<file path="src/sv/lura_pkg.sv">
// Shared types, codes and widths for the least-used resource allocator.
`timescale 1ns / 1ps

package lura_pkg;

    // Field widths fixed by the request and result formats.
    localparam int MODE_W = 2;
    localparam int IDX_W  = 3;
    localparam int TIME_W = 32;
    localparam int CNT_W  = 32;
    localparam int STAT_W = 2;

    // Default pool size.
    localparam int DEF_NUM_SLOTS = 8;

    // Request modes.
    localparam logic [MODE_W-1:0] MODE_ACQUIRE = 2'd0;
    localparam logic [MODE_W-1:0] MODE_RELEASE = 2'd1;
    localparam logic [MODE_W-1:0] MODE_BREAK   = 2'd2;

    // Result status codes.
    localparam logic [STAT_W-1:0] ST_DONE  = 2'd0;
    localparam logic [STAT_W-1:0] ST_NONE  = 2'd1;
    localparam logic [STAT_W-1:0] ST_RANGE = 2'd2;

    // Commands from the controller to the datapath.
    typedef struct packed {
        logic load;
        logic acq_rd;
        logic acq_commit;
        logic rel_commit;
        logic brk_step;
        logic set_range;
        logic push;
    } lura_cmd_t;

    // Status from the datapath to the controller.
    typedef struct packed {
        logic is_acq;
        logic is_rel;
        logic is_brk;
        logic idx_ok;
        logic step_last;
        logic brk_hit;
        logic out_free;
    } lura_sts_t;

endpackage

</file>
<file path="src/sv/lura_ram.sv">
// Generic single-port-write, single-port-read RAM with registered read data.
`timescale 1ns / 1ps

module lura_ram #(
    parameter int WIDTH = 32,
    parameter int DEPTH = 8
) (
    input  logic                                      clk,
    input  logic                                      we,
    input  logic [((DEPTH > 1) ? $clog2(DEPTH) : 1)-1:0] waddr,
    input  logic [WIDTH-1:0]                          wdata,
    input  logic [((DEPTH > 1) ? $clog2(DEPTH) : 1)-1:0] raddr,
    output logic [WIDTH-1:0]                          rdata
);

    logic [WIDTH-1:0] mem_reg [DEPTH];
    logic [WIDTH-1:0] rdata_reg;

    always_ff @(posedge clk)
    begin
        if (we)
        begin
            mem_reg[waddr] <= wdata;
        end
        rdata_reg <= mem_reg[raddr];
    end

    assign rdata = rdata_reg;

endmodule

</file>
<file path="src/sv/lura_ctrl.sv">
// Controller state machine that sequences acquire, release and break requests.
`timescale 1ns / 1ps

module lura_ctrl
    import lura_pkg::*;
(
    input  logic      clk,
    input  logic      rst_n,
    input  logic      in_valid,
    output logic      in_ready,
    input  lura_sts_t sts,
    output lura_cmd_t cmd
);

    typedef enum logic [7:0] {
        S_IDLE     = 8'b0000_0001,
        S_DECODE   = 8'b0000_0010,
        S_ACQ_SCAN = 8'b0000_0100,
        S_ACQ_FIN  = 8'b0000_1000,
        S_ACQ_WR   = 8'b0001_0000,
        S_REL_WR   = 8'b0010_0000,
        S_BRK_SCAN = 8'b0100_0000,
        S_RESULT   = 8'b1000_0000
    } state_t;

    state_t state_reg;
    state_t state_next;

    always_ff @(posedge clk or negedge rst_n)
    begin
        if (!rst_n)
        begin
            state_reg <= S_IDLE;
        end
        else
        begin
            state_reg <= state_next;
        end
    end

    always_comb
    begin
        state_next = state_reg;
        cmd        = '0;
        in_ready   = 1'b0;
        unique case (state_reg)
            S_IDLE:
            begin
                in_ready = 1'b1;
                if (in_valid)
                begin
                    cmd.load   = 1'b1;
                    state_next = S_DECODE;
                end
            end
            S_DECODE:
            begin
                priority if (sts.is_acq)
                begin
                    state_next = S_ACQ_SCAN;
                end
                else if (sts.is_rel && sts.idx_ok)
                begin
                    state_next = S_REL_WR;
                end
                else if (sts.is_brk && sts.idx_ok)
                begin
                    state_next = S_BRK_SCAN;
                end
                else
                begin
                    cmd.set_range = 1'b1;
                    state_next    = S_RESULT;
                end
            end
            S_ACQ_SCAN:
            begin
                cmd.acq_rd = 1'b1;
                if (sts.step_last)
                begin
                    state_next = S_ACQ_FIN;
                end
            end
            S_ACQ_FIN:
            begin
                state_next = S_ACQ_WR;
            end
            S_ACQ_WR:
            begin
                cmd.acq_commit = 1'b1;
                state_next     = S_RESULT;
            end
            S_REL_WR:
            begin
                cmd.rel_commit = 1'b1;
                state_next     = S_RESULT;
            end
            S_BRK_SCAN:
            begin
                cmd.brk_step = 1'b1;
                if (sts.brk_hit || sts.step_last)
                begin
                    state_next = S_RESULT;
                end
            end
            S_RESULT:
            begin
                if (sts.out_free)
                begin
                    cmd.push   = 1'b1;
                    state_next = S_IDLE;
                end
            end
            default:
            begin
                state_next = S_IDLE;
            end
        endcase
    end

endmodule

</file>
<file path="src/sv/lura_dp.sv">
// Datapath: slot flags, use-count and busy-time memories, scan logic and result register.
`timescale 1ns / 1ps

module lura_dp
    import lura_pkg::*;
#(
    parameter int NUM_SLOTS = DEF_NUM_SLOTS
) (
    input  logic              clk,
    input  logic              rst_n,
    input  logic [MODE_W-1:0] mode,
    input  logic [IDX_W-1:0]  slot_index,
    input  logic [TIME_W-1:0] use_duration,
    output logic              out_valid,
    input  logic              out_ready,
    output logic [STAT_W-1:0] status,
    output logic [IDX_W-1:0]  granted_index,
    input  lura_cmd_t         cmd,
    output lura_sts_t         sts
);

    localparam int SLOT_W = (NUM_SLOTS > 1) ? $clog2(NUM_SLOTS) : 1;
    localparam logic [SLOT_W-1:0] LAST_SLOT = SLOT_W'(NUM_SLOTS - 1);

    // Captured request.
    logic [MODE_W-1:0] mode_reg;
    logic [IDX_W-1:0]  idx_reg;
    logic [TIME_W-1:0] time_reg;

    // Scan pointer and step count.
    logic [SLOT_W-1:0] scan_reg;
    logic [SLOT_W-1:0] step_reg;

    // Per-slot state held in flip-flops.
    logic [NUM_SLOTS-1:0] busy_reg;
    logic [NUM_SLOTS-1:0] broken_reg;
    logic [NUM_SLOTS-1:0] use_vld_reg;
    logic [NUM_SLOTS-1:0] time_vld_reg;

    // Compare stage of the acquire scan.
    logic              cmp_pend_reg;
    logic [SLOT_W-1:0] cmp_idx_reg;
    logic              cmp_vld_reg;
    logic              found_reg;
    logic [SLOT_W-1:0] best_idx_reg;
    logic [CNT_W-1:0]  best_cnt_reg;

    // Result waiting for the output register, and the output register itself.
    logic [STAT_W-1:0] res_status_reg;
    logic [IDX_W-1:0]  res_index_reg;
    logic              out_valid_reg;
    logic [STAT_W-1:0] out_status_reg;
    logic [IDX_W-1:0]  out_index_reg;

    logic [SLOT_W-1:0] idx_slot;
    logic [SLOT_W-1:0] in_slot;
    logic [SLOT_W-1:0] scan_next;
    logic [NUM_SLOTS-1:0] elig;
    logic [CNT_W-1:0]  use_rdata;
    logic [CNT_W-1:0]  cmp_cnt;
    logic              cmp_take;
    logic [CNT_W-1:0]  cnt_inc;
    logic [TIME_W-1:0] time_rdata;
    logic [TIME_W-1:0] time_old;
    logic [TIME_W-1:0] time_sum;
    logic              idx_ok;
    logic              brk_hit;
    logic              step_last;
    logic              out_free;

    assign idx_slot  = SLOT_W'(idx_reg);
    assign in_slot   = SLOT_W'(slot_index);
    assign scan_next = (scan_reg == LAST_SLOT) ? '0 : scan_reg + 1'b1;
    assign elig      = ~busy_reg & ~broken_reg;
    assign idx_ok    = ({{(32 - IDX_W){1'b0}}, idx_reg} < 32'(NUM_SLOTS));
    assign step_last = (step_reg == LAST_SLOT);
    assign brk_hit   = elig[scan_reg];

    // A slot never written reads as a zero count.
    assign cmp_cnt  = cmp_vld_reg ? use_rdata : '0;
    assign cmp_take = cmp_pend_reg && elig[cmp_idx_reg]
                      && (!found_reg || (cmp_cnt < best_cnt_reg));
    assign cnt_inc  = (best_cnt_reg == {CNT_W{1'b1}}) ? best_cnt_reg
                                                       : best_cnt_reg + 1'b1;

    assign time_old = time_vld_reg[idx_slot] ? time_rdata : '0;
    assign time_sum = time_old + time_reg;

    assign out_free = !out_valid_reg || out_ready;

    lura_ram #(
        .WIDTH (CNT_W),
        .DEPTH (NUM_SLOTS)
    ) u_use_ram (
        .clk   (clk),
        .we    (cmd.acq_commit && found_reg),
        .waddr (best_idx_reg),
        .wdata (cnt_inc),
        .raddr (scan_reg),
        .rdata (use_rdata)
    );

    lura_ram #(
        .WIDTH (TIME_W),
        .DEPTH (NUM_SLOTS)
    ) u_time_ram (
        .clk   (clk),
        .we    (cmd.rel_commit),
        .waddr (idx_slot),
        .wdata (time_sum),
        .raddr (idx_slot),
        .rdata (time_rdata)
    );

    // Request capture and scan bookkeeping.
    always_ff @(posedge clk)
    begin
        cmp_idx_reg <= scan_reg;
        cmp_vld_reg <= use_vld_reg[scan_reg];
        if (cmd.load)
        begin
            mode_reg <= mode;
            idx_reg  <= slot_index;
            time_reg <= use_duration;
            step_reg <= '0;
            if (mode == MODE_BREAK)
            begin
                scan_reg <= in_slot;
            end
            else
            begin
                scan_reg <= '0;
            end
        end
        else if (cmd.acq_rd || (cmd.brk_step && !brk_hit))
        begin
            scan_reg <= scan_next;
            step_reg <= step_reg + 1'b1;
        end
        if (cmp_take)
        begin
            best_idx_reg <= cmp_idx_reg;
            best_cnt_reg <= cmp_cnt;
        end
    end

    // Control state of the datapath.
    always_ff @(posedge clk or negedge rst_n)
    begin
        if (!rst_n)
        begin
            busy_reg       <= '0;
            broken_reg     <= '0;
            use_vld_reg    <= '0;
            time_vld_reg   <= '0;
            cmp_pend_reg   <= 1'b0;
            found_reg      <= 1'b0;
            res_status_reg <= ST_DONE;
            res_index_reg  <= '0;
            out_valid_reg  <= 1'b0;
            out_status_reg <= ST_DONE;
            out_index_reg  <= '0;
        end
        else
        begin
            cmp_pend_reg <= cmd.acq_rd;
            if (cmd.load)
            begin
                found_reg <= 1'b0;
            end
            else if (cmp_take)
            begin
                found_reg <= 1'b1;
            end

            if (cmd.set_range)
            begin
                res_status_reg <= ST_RANGE;
                res_index_reg  <= '0;
            end

            if (cmd.acq_commit)
            begin
                if (found_reg)
                begin
                    busy_reg[best_idx_reg]    <= 1'b1;
                    use_vld_reg[best_idx_reg] <= 1'b1;
                    res_status_reg            <= ST_DONE;
                    res_index_reg             <= IDX_W'(best_idx_reg);
                end
                else
                begin
                    res_status_reg <= ST_NONE;
                    res_index_reg  <= '0;
                end
            end

            if (cmd.rel_commit)
            begin
                busy_reg[idx_slot]     <= 1'b0;
                time_vld_reg[idx_slot] <= 1'b1;
                res_status_reg         <= ST_DONE;
                res_index_reg          <= '0;
            end

            if (cmd.brk_step)
            begin
                if (brk_hit)
                begin
                    broken_reg[scan_reg] <= 1'b1;
                    res_status_reg       <= ST_DONE;
                    res_index_reg        <= IDX_W'(scan_reg);
                end
                else if (step_last)
                begin
                    res_status_reg <= ST_NONE;
                    res_index_reg  <= '0;
                end
            end

            if (cmd.push)
            begin
                out_valid_reg  <= 1'b1;
                out_status_reg <= res_status_reg;
                out_index_reg  <= res_index_reg;
            end
            else if (out_ready)
            begin
                out_valid_reg <= 1'b0;
            end
        end
    end

    assign sts.is_acq    = (mode_reg == MODE_ACQUIRE);
    assign sts.is_rel    = (mode_reg == MODE_RELEASE);
    assign sts.is_brk    = (mode_reg == MODE_BREAK);
    assign sts.idx_ok    = idx_ok;
    assign sts.step_last = step_last;
    assign sts.brk_hit   = brk_hit;
    assign sts.out_free  = out_free;

    assign out_valid     = out_valid_reg;
    assign status        = out_status_reg;
    assign granted_index = out_index_reg;

endmodule

</file>
<file path="src/sv/least_used_resource_allocator_unit.sv">
// Top level of the least-used resource allocator: controller and datapath.
`timescale 1ns / 1ps

// The allocator keeps a pool of NUM_SLOTS resource slots, each with a busy
// flag, a broken flag, a saturating 32-bit use count and a wrapping 32-bit
// busy-time total, all cleared by reset. Each request yields exactly one
// result. An acquire request grants the free, healthy slot with the lowest
// use count (lowest index on ties), marks it busy and counts the use; a
// release request clears the busy flag of slot_index and adds use_duration to
// its total; a break request walks the pool from slot_index, wrapping round,
// and marks the first free healthy slot broken. The block handles one
// request at a time. An acquire passes through decode, a scan that reads
// one use count a cycle from the use-count memory, then a compare, a
// write-back and a result state; a break scans one slot per cycle from
// decode until a free healthy slot is found or the pool has been walked;
// a release passes through decode, a write and a result state, and an
// out-of-range request goes from decode straight to the result state. A
// new request is accepted in the cycle after the previous result has been
// moved into the output register, even while that result still waits there
// for out_ready; a result that cannot enter the output register holds the
// controller, and the input with it, until out_ready frees the register.

module least_used_resource_allocator_unit
    import lura_pkg::*;
#(
    parameter int NUM_SLOTS = DEF_NUM_SLOTS
) (
    input  logic              clk,
    input  logic              rst_n,
    input  logic              in_valid,
    output logic              in_ready,
    input  logic [MODE_W-1:0] mode,
    input  logic [IDX_W-1:0]  slot_index,
    input  logic [TIME_W-1:0] use_duration,
    output logic              out_valid,
    input  logic              out_ready,
    output logic [STAT_W-1:0] status,
    output logic [IDX_W-1:0]  granted_index
);

    lura_cmd_t cmd;
    lura_sts_t sts;

    // The controller steps through each request and issues commands.
    lura_ctrl u_ctrl (
        .clk      (clk),
        .rst_n    (rst_n),
        .in_valid (in_valid),
        .in_ready (in_ready),
        .sts      (sts),
        .cmd      (cmd)
    );

    // The datapath holds the slot state, performs the scans and owns the
    // output register.
    lura_dp #(
        .NUM_SLOTS (NUM_SLOTS)
    ) u_dp (
        .clk           (clk),
        .rst_n         (rst_n),
        .mode          (mode),
        .slot_index    (slot_index),
        .use_duration  (use_duration),
        .out_valid     (out_valid),
        .out_ready     (out_ready),
        .status        (status),
        .granted_index (granted_index),
        .cmd           (cmd),
        .sts           (sts)
    );

endmodule
</file>
<file path="config.mk">
export PLATFORM = sky130hd
export DESIGN_NAME = least_used_resource_allocator_unit
export DESIGN_NICKNAME = d
export VERILOG_FILES = /design/src/sv/lura_pkg.sv /design/src/sv/lura_ram.sv /design/src/sv/lura_ctrl.sv /design/src/sv/lura_dp.sv /design/src/sv/least_used_resource_allocator_unit.sv
export SDC_FILE = /design/constraint.sdc
export NUM_CORES = 1
export LEC_CHECK = 0
export ABC_AREA = 1
export BUFFER_PORTS_ARGS = -buffer_cell sky130_fd_sc_hd__buf_2
export CAP_MARGIN = 10
export CORE_ASPECT_RATIO = 0.5
export CORE_MARGIN = 2
export CORE_UTILIZATION = 35
export DETAILED_ROUTE_END_ITERATION = 10
export HOLD_SLACK_MARGIN = 0.05
export PLACE_DENSITY = 0.62
export SKIP_CTS_REPAIR_TIMING = 1
export SYNTH_ARGS = -nofsm -noshare
export SYNTH_HDL_FRONTEND = slang
export SYNTH_SLANG_ARGS = --single-unit
</file>
<file path="constraint.sdc">
create_clock -name clk -period 4.94 [get_ports clk]
set_input_delay 0.988 -clock clk [delete_from_list [all_inputs] [get_ports clk]]
set_output_delay 0.988 -clock clk [all_outputs]
set_load 0.05 [all_outputs]
</file>
; Yosys cells after proc, flatten, opt, wreduce, memory -nomap -nowiden
; Memories as Yosys holds them, arrays and structs flattened. A register that Yosys moved wholly into a read port is not among the register bits.
; Cells that the tools add are included.
[op_classes]
shifts = 0
mul = 0
bitwise_logic = 8
n_eq_ne = 18
add_sub_neg = 3
order_cmp = 8
n_reduce_logical = 22
div_mod_pow = 0
n_mux = 62
[ops]
columns = op, count
row1 = 2-to-1 mux 8 bit, 10
row2 = 2-to-1 mux 32 bit, 2
row3 = case mux 8 bit (7 select lines), 1
row4 = 2-to-1 mux 3 bit, 11
row5 = "adder 32 x 1 -> 32 bit, second input constant", 1
row6 = "== test 32 bit, second input constant", 1
row7 = < comparator 32 bit, 1
row8 = 2-to-1 mux 1 bit, 26
row9 = inverter 8 bit, 3
row10 = bitwise OR 8 bit, 3
row11 = bitwise AND 8 bit, 2
row12 = "< comparator 3 x 4 -> 1 bit, second input constant", 4
row13 = 2-to-1 mux 2 bit, 6
row14 = binary-select mux 1 bit (select 3 bit), 3
row15 = demux 1 bit (select 3 bit), 3
row16 = ">= comparator 3 x 1 -> 1 bit, second input constant", 3
row17 = "== test 8 x 1 -> 1 bit, second input constant", 1
row18 = "== test 8 x 2 -> 1 bit, second input constant", 1
row19 = "== test 8 x 3 -> 1 bit, second input constant", 1
row20 = "== test 8 x 4 -> 1 bit, second input constant", 1
row21 = "== test 8 x 5 -> 1 bit, second input constant", 1
row22 = "== test 8 x 6 -> 1 bit, second input constant", 1
row23 = "== test 8 x 7 -> 1 bit, second input constant", 1
row24 = "== test 8 bit, second input constant", 1
row25 = 14 further kinds, 33
[totals]
ram_bits = 256
mem_bits_ro = 0
output_inout_bits = 7
reg_bits = 95
latchBits = 0
memories = 1
[mem_list]
columns = name, words, word_bits, rd, rd_clocked_by_memory_dff, wr, line_no
row1 = u_dp.u_use_ram.mem_reg, 8, 32, 1, 1, 1, lura_ram.sv:16  ; logic [WIDTH-1:0] mem_reg [DEPTH];

; Logic depth before layout (Yosys ltp)
[depth]
ltp_word = 11
ltp_mapped = 15
mapped_depth_nobuf = 14

; Cells and area by module
; A second synthesis with hierarchy kept.
[hier_totals]
hier_cells = 1902
hier_area_um2 = 17819.6
[modules_own_cells]
columns = mod, area_per_inst_um2, cells_each, instances, seq_area_each_um2
row1 = lura_ram, 11872.6, 1156, 1, 8328.0
row2 = lura_dp, 5345.1, 652, 1, 2357.3
row3 = lura_ctrl, 601.8, 94, 1, 201.4

; Least setup slack after synthesis
; OpenSTA, ideal clock, no wires.
[synth_path]
path_type = flip-flop to flip-flop
start = reg u_dp.cmp_vld_reg
end = reg u_dp.best_cnt_reg[0], enable pin
stages_incl_launch_ff = 14
period_less_slack_ns = 3.699
required_time_ns = 4.501
setup_ns = 0.439
path_slack_ns = 1.241
arrival_ns = 3.260
path_buffers = 1
cell_sequence = dfxtp_1 > clkbuf_1 > nand2_1 > inv_1 > ha_1 > a21oi_1 > nor2_1 > nor3_1 > nand2_1 > nand2_1 > nand2_1 > nand2_1 > nand2_1 > a21oi_1
[synth_between]
elab_chain_cells = 4
[synth_lines]
columns = item, line_no
row1 = start: declaration, lura_dp.sv:43  ; logic cmp_vld_reg;
row2 = start signal: assignment, lura_dp.sv:119  ; cmp_vld_reg <= use_vld_reg[scan_reg];
row3 = 2-to-1 mux 32 bit, lura_dp.sv:80  ; assign cmp_cnt = cmp_vld_reg ? use_rdata : '0;
row4 = named net u_dp.cmp_cnt[5], lura_dp.sv:60  ; logic [CNT_W-1:0] cmp_cnt;
row5 = < comparator 32 bit, lura_dp.sv:82  ; && (!found_reg || (cmp_cnt < best_cnt_reg));
row6 = logical OR 1 bit, lura_dp.sv:82
row7 = logical AND 1 bit, lura_dp.sv:82
row8 = named net u_dp.cmp_take, lura_dp.sv:61  ; logic cmp_take;
row9 = end signal: assignment, lura_dp.sv:143  ; best_cnt_reg <= cmp_cnt;
row10 = end: declaration, lura_dp.sv:46  ; logic [CNT_W-1:0] best_cnt_reg;
; The timed path passes the listed nets, and every way through them passes these cells.
; A chain may end at the register's enable or synchronous reset.

; Worst setup path after layout
[layout_path]
start = reg u_dp.cmp_vld_reg
end = reg u_dp.best_cnt_reg[24], enable pin
; Same word-level chain as after synthesis.

==> parameters.txt <==
Parameter                              Value

Outcome
  Outcome ... finished, final reports clean

Global routing
  Overall track demand over capacity in global routing ... 15.7%
  Vias in the first global route ... 9,483
  Leftover overflow at the end of global routing ... 0
  First-pass GRT wire length ... ~56,000 µm
  Maximum number of pins on one net before global-route repair ... 46
  Initial antenna violation count ... 0

Clock network
  Skew-Pair Late Insertion Delay ... 540 ps
  Clock buffer depth ... 3
  Clock H-tree levels ... 2
  CTS root buf ... clkbuf_16
  Clk sinks ... 383
  Clock tree from TritonCTS ... done
  Clk slew on worst S/H paths ... roughly 60 ps
  Total CTS buffers ... 38

Floorplan
  Starting utilization of the core area ... a little over a third
  Total number of placement rows ... 54
  Core Region ... ~0.044 mm²
  Horizontal extent of the die ... roughly 300 µm
  Floorplan die height ... roughly 150 µm
  Top-Level Pins ... 48
  Area enclosed by the die boundary ... 0.0465 mm²

STA
  Achievable frequency ... slightly below 300 MHz
  PnR worst setup slack ... ~1600 ps
  Unrepaired setup endpoints after global routing ... no
  Clock Skew ... roughly 18 ps
  Final period utilization ... between 60% and 70%
  Max transition margin ... about 27%
  Final Max Tran Viols ... 0
  Setup tns final ... 0 ps
  Post-route minimum period ... 3350 ps
  Transition time of the tightest slew-check pin ... between 1000 and 1500 ps
  Hold violation count in the final report ... 0
  Setup Viol. Count Final ... 0

Route
  Total met2 wirelength after detailed routing ... 16,200 µm
  M1 WL ... between 15,000 and 20,000 µm
  Avg WL per Cell ... about 19 µm
  Ratio of routed vias to standard cells ... 5.02
  Highest routed layer ... met4
  Via count of the routed design ... 9,757
  Number of violations reported at the end of detailed-routing iteration 0 ... roughly 760
  Met3 wire length ... 2280 µm
  Post-route DRC ... 0
  Length of the first detailed-routing pass in iterations ... 5
  Final antenna-violating net count ... 0
  Total Routed Length ... between 30,000 and 40,000 µm

Placed design
  Count of input and output buffers ... 15
  Placed instance area ... about 0.016 mm²
  Worst Setup Slack post-DPL ... 1590 ps
  Detailed-placement wirelength estimate ... between 20,000 and 25,000 µm
  Final weighted congestion in routability-driven placement ... between 0.8 and 0.9

Synthesis
  Post-synthesis area per instance ... around 12 µm²
  Most used DFF post-synth ... edfxtp_1
  Syn Inst Count ... between 1,000 and 1,500
  Number of storage elements in the synthesis netlist ... approximately 380
  Synthesized net count ... ~1,400
  Fraction of post-synthesis cell area in the top cell type by area ... 57.4%
  Most used standard cell by instance count after synthesis ... edfxtp_1
  Cell type contributing the most total cell area after synthesis ... edfxtp_1
  Proportion of synthesized chip area in sequential cells ... 69.6%
  Post-synthesis instance area ... about 0.016 mm²
  Top cell types by occurrence after synthesis ... 299 x edfxtp_1, 251 x nand2_1, 145 x inv_1, 69 x nor2_1, 61 x nand3_1
  Total of warnings raised by yosys ... 0
  Ys async rst share ... between 10% and 20%
  Largest cells by area after synthesis ... edfxtp_1 57%, dfrtp_1 7.0%, nand2_1 6.0%, dfxtp_1 5.0%, inv_1 3.5%
  Count of unique library cells instantiated by Yosys ... between 50 and 60
  Number of enable-type register cells in the synthesized netlist ... 299

Pwr
  Static leakage ... 7.07 nW
  Power density over the cells ... around 460 mW/mm²
  Peak supply drop ... between 0.2 and 0.3 mV

Worst setup path
  Crit-path max FO ... 35
  CP Launch Type ... register
  Startpoint of the worst-slack reg-to-reg timing path ... u_dp.cmp_vld_reg
  Critical path startpoint ... u_dp.cmp_vld_reg
  Category of the worst setup path capture point ... register
  Crit path arrival time ... 3520 ps
  Data required time at the worst endpoint ... between 5000 and 6000 ps
  Type of the setup path with the least slack ... reg2reg

Worst hold path
  HP Start ... u_dp.use_vld_reg[1]
  Worst min-delay path category ... reg2reg

Final layout
  Final core area utilization ... around two fifths
  Signed area change from the synthesized netlist to the final layout ... 12.7%
  Net count reported at finish ... ~1,400
  Area of all placed cells without fillers ... 0.0176 mm²
  Number of inserted filler cells in the final layout ... approximately 4,000
  Largest register FFs ... about 260
  Diodes inserted ... 0
  Share of layout cells above drive strength 1 ... a little over a tenth

Job
  Maxcap violations ... 0
[area by class of cell]
type	count	area, µm²	area share (%)
Clock buffer	52	1030	5.86
Clock inverter	18	126	0.716
Multi-Input combinational cell	711	4070	23.1
Tap cell	588	736	4.17
Inverter	160	601	3.40
Sequential cell	383	10900	61.7
Timing Repair Buffer	30	188	1.06
[where the power goes]
part / switching [mW] / leakage [nW] / internal, mW
logic: 1.03 / 2.93 / 0.423
clock network: 1.19 / 0.557 / 1.53
registers: 0.173 / 3.58 / 3.81
[cells by family (layout without fill, tap and decap cells)]
family,count (synthesis),after routing,synth area share (%)
AOI/OAI and AO/OA,183,183,7.92
and+or+nand+nor,480,480,14.2
xor gates and xnor gates,10,10,0.560
DFF,383,383,69.6
adders and majority gates,36,36,2.88
buffers and inverters,190,260,4.76
muxes,2,2,0.144
[worst max-delay path, cell delays in order (launching register included)]
cell and delay, ps:
dfxtp_1 890, buf_4 310, nand2_1 60, inv_1 80
ha_1 260, nand4_1 100, inv_1 60, nand2_1 60
o211ai_1 110, a21oi_1 190, nand2_1 210, a21oi_4 150
buf_4 450
[final timing paths]
check	slack, ps	end	depth (start not counted)
setup / recovery	1590	u_dp.best_cnt_reg[24]	12
hold / removal	460	u_dp.use_vld_reg[1]	2
setup reg to reg	1590	u_dp.best_cnt_reg[24]	12
hold reg to reg	460	u_dp.use_vld_reg[1]	2
max in group asynchronous	3710	u_dp.busy_reg[3]	1
min in group asynchronous	610	u_dp.res_status_reg[1]	1
[cell usage in the layout (no fill, tap or decap), types with 8 or more instances in the layout]
master / n
clkbuf_16: 38
nand4_1: 38
buf_2: 15
nand2_1: 251
ha_1: 36
inv_1: 144
inv_2: 15
dfxtp_1: 39
nor2_4: 9
edfxtp_1: 299
buf_4: 15
o21ai_0: 38
a22oi_1: 41
nand3_1: 61
o21bai_1: 8
a21oi_1: 26
xor2_1: 9
dfrtp_1: 44
clkinv_1: 11
o22ai_1: 10
nor2_1: 66
a22o_1: 8
a221oi_1: 26
nor2_2: 9
clkbuf_1: 11
nor3_1: 11
[metrics by stage]
step,instances,total power [mW],hold WS [ps]
2_1_floorplan,1284,4.99,422
3_3_place_gp,1872,5.48,437
3_5_place_dp,1872,5.50,440
4_1_cts,1942,8.21,454
5_1_grt,1942,8.51,478
6_report,1942,8.15,460
[metal layers]
metal	track usage [%]	up-vias
li1	-	4654
met1	22.8	4784
met5	0	-
met4	4.13	0
met3	2.47	52
met2	24.4	267
Power figures use the tool's default switching activity.
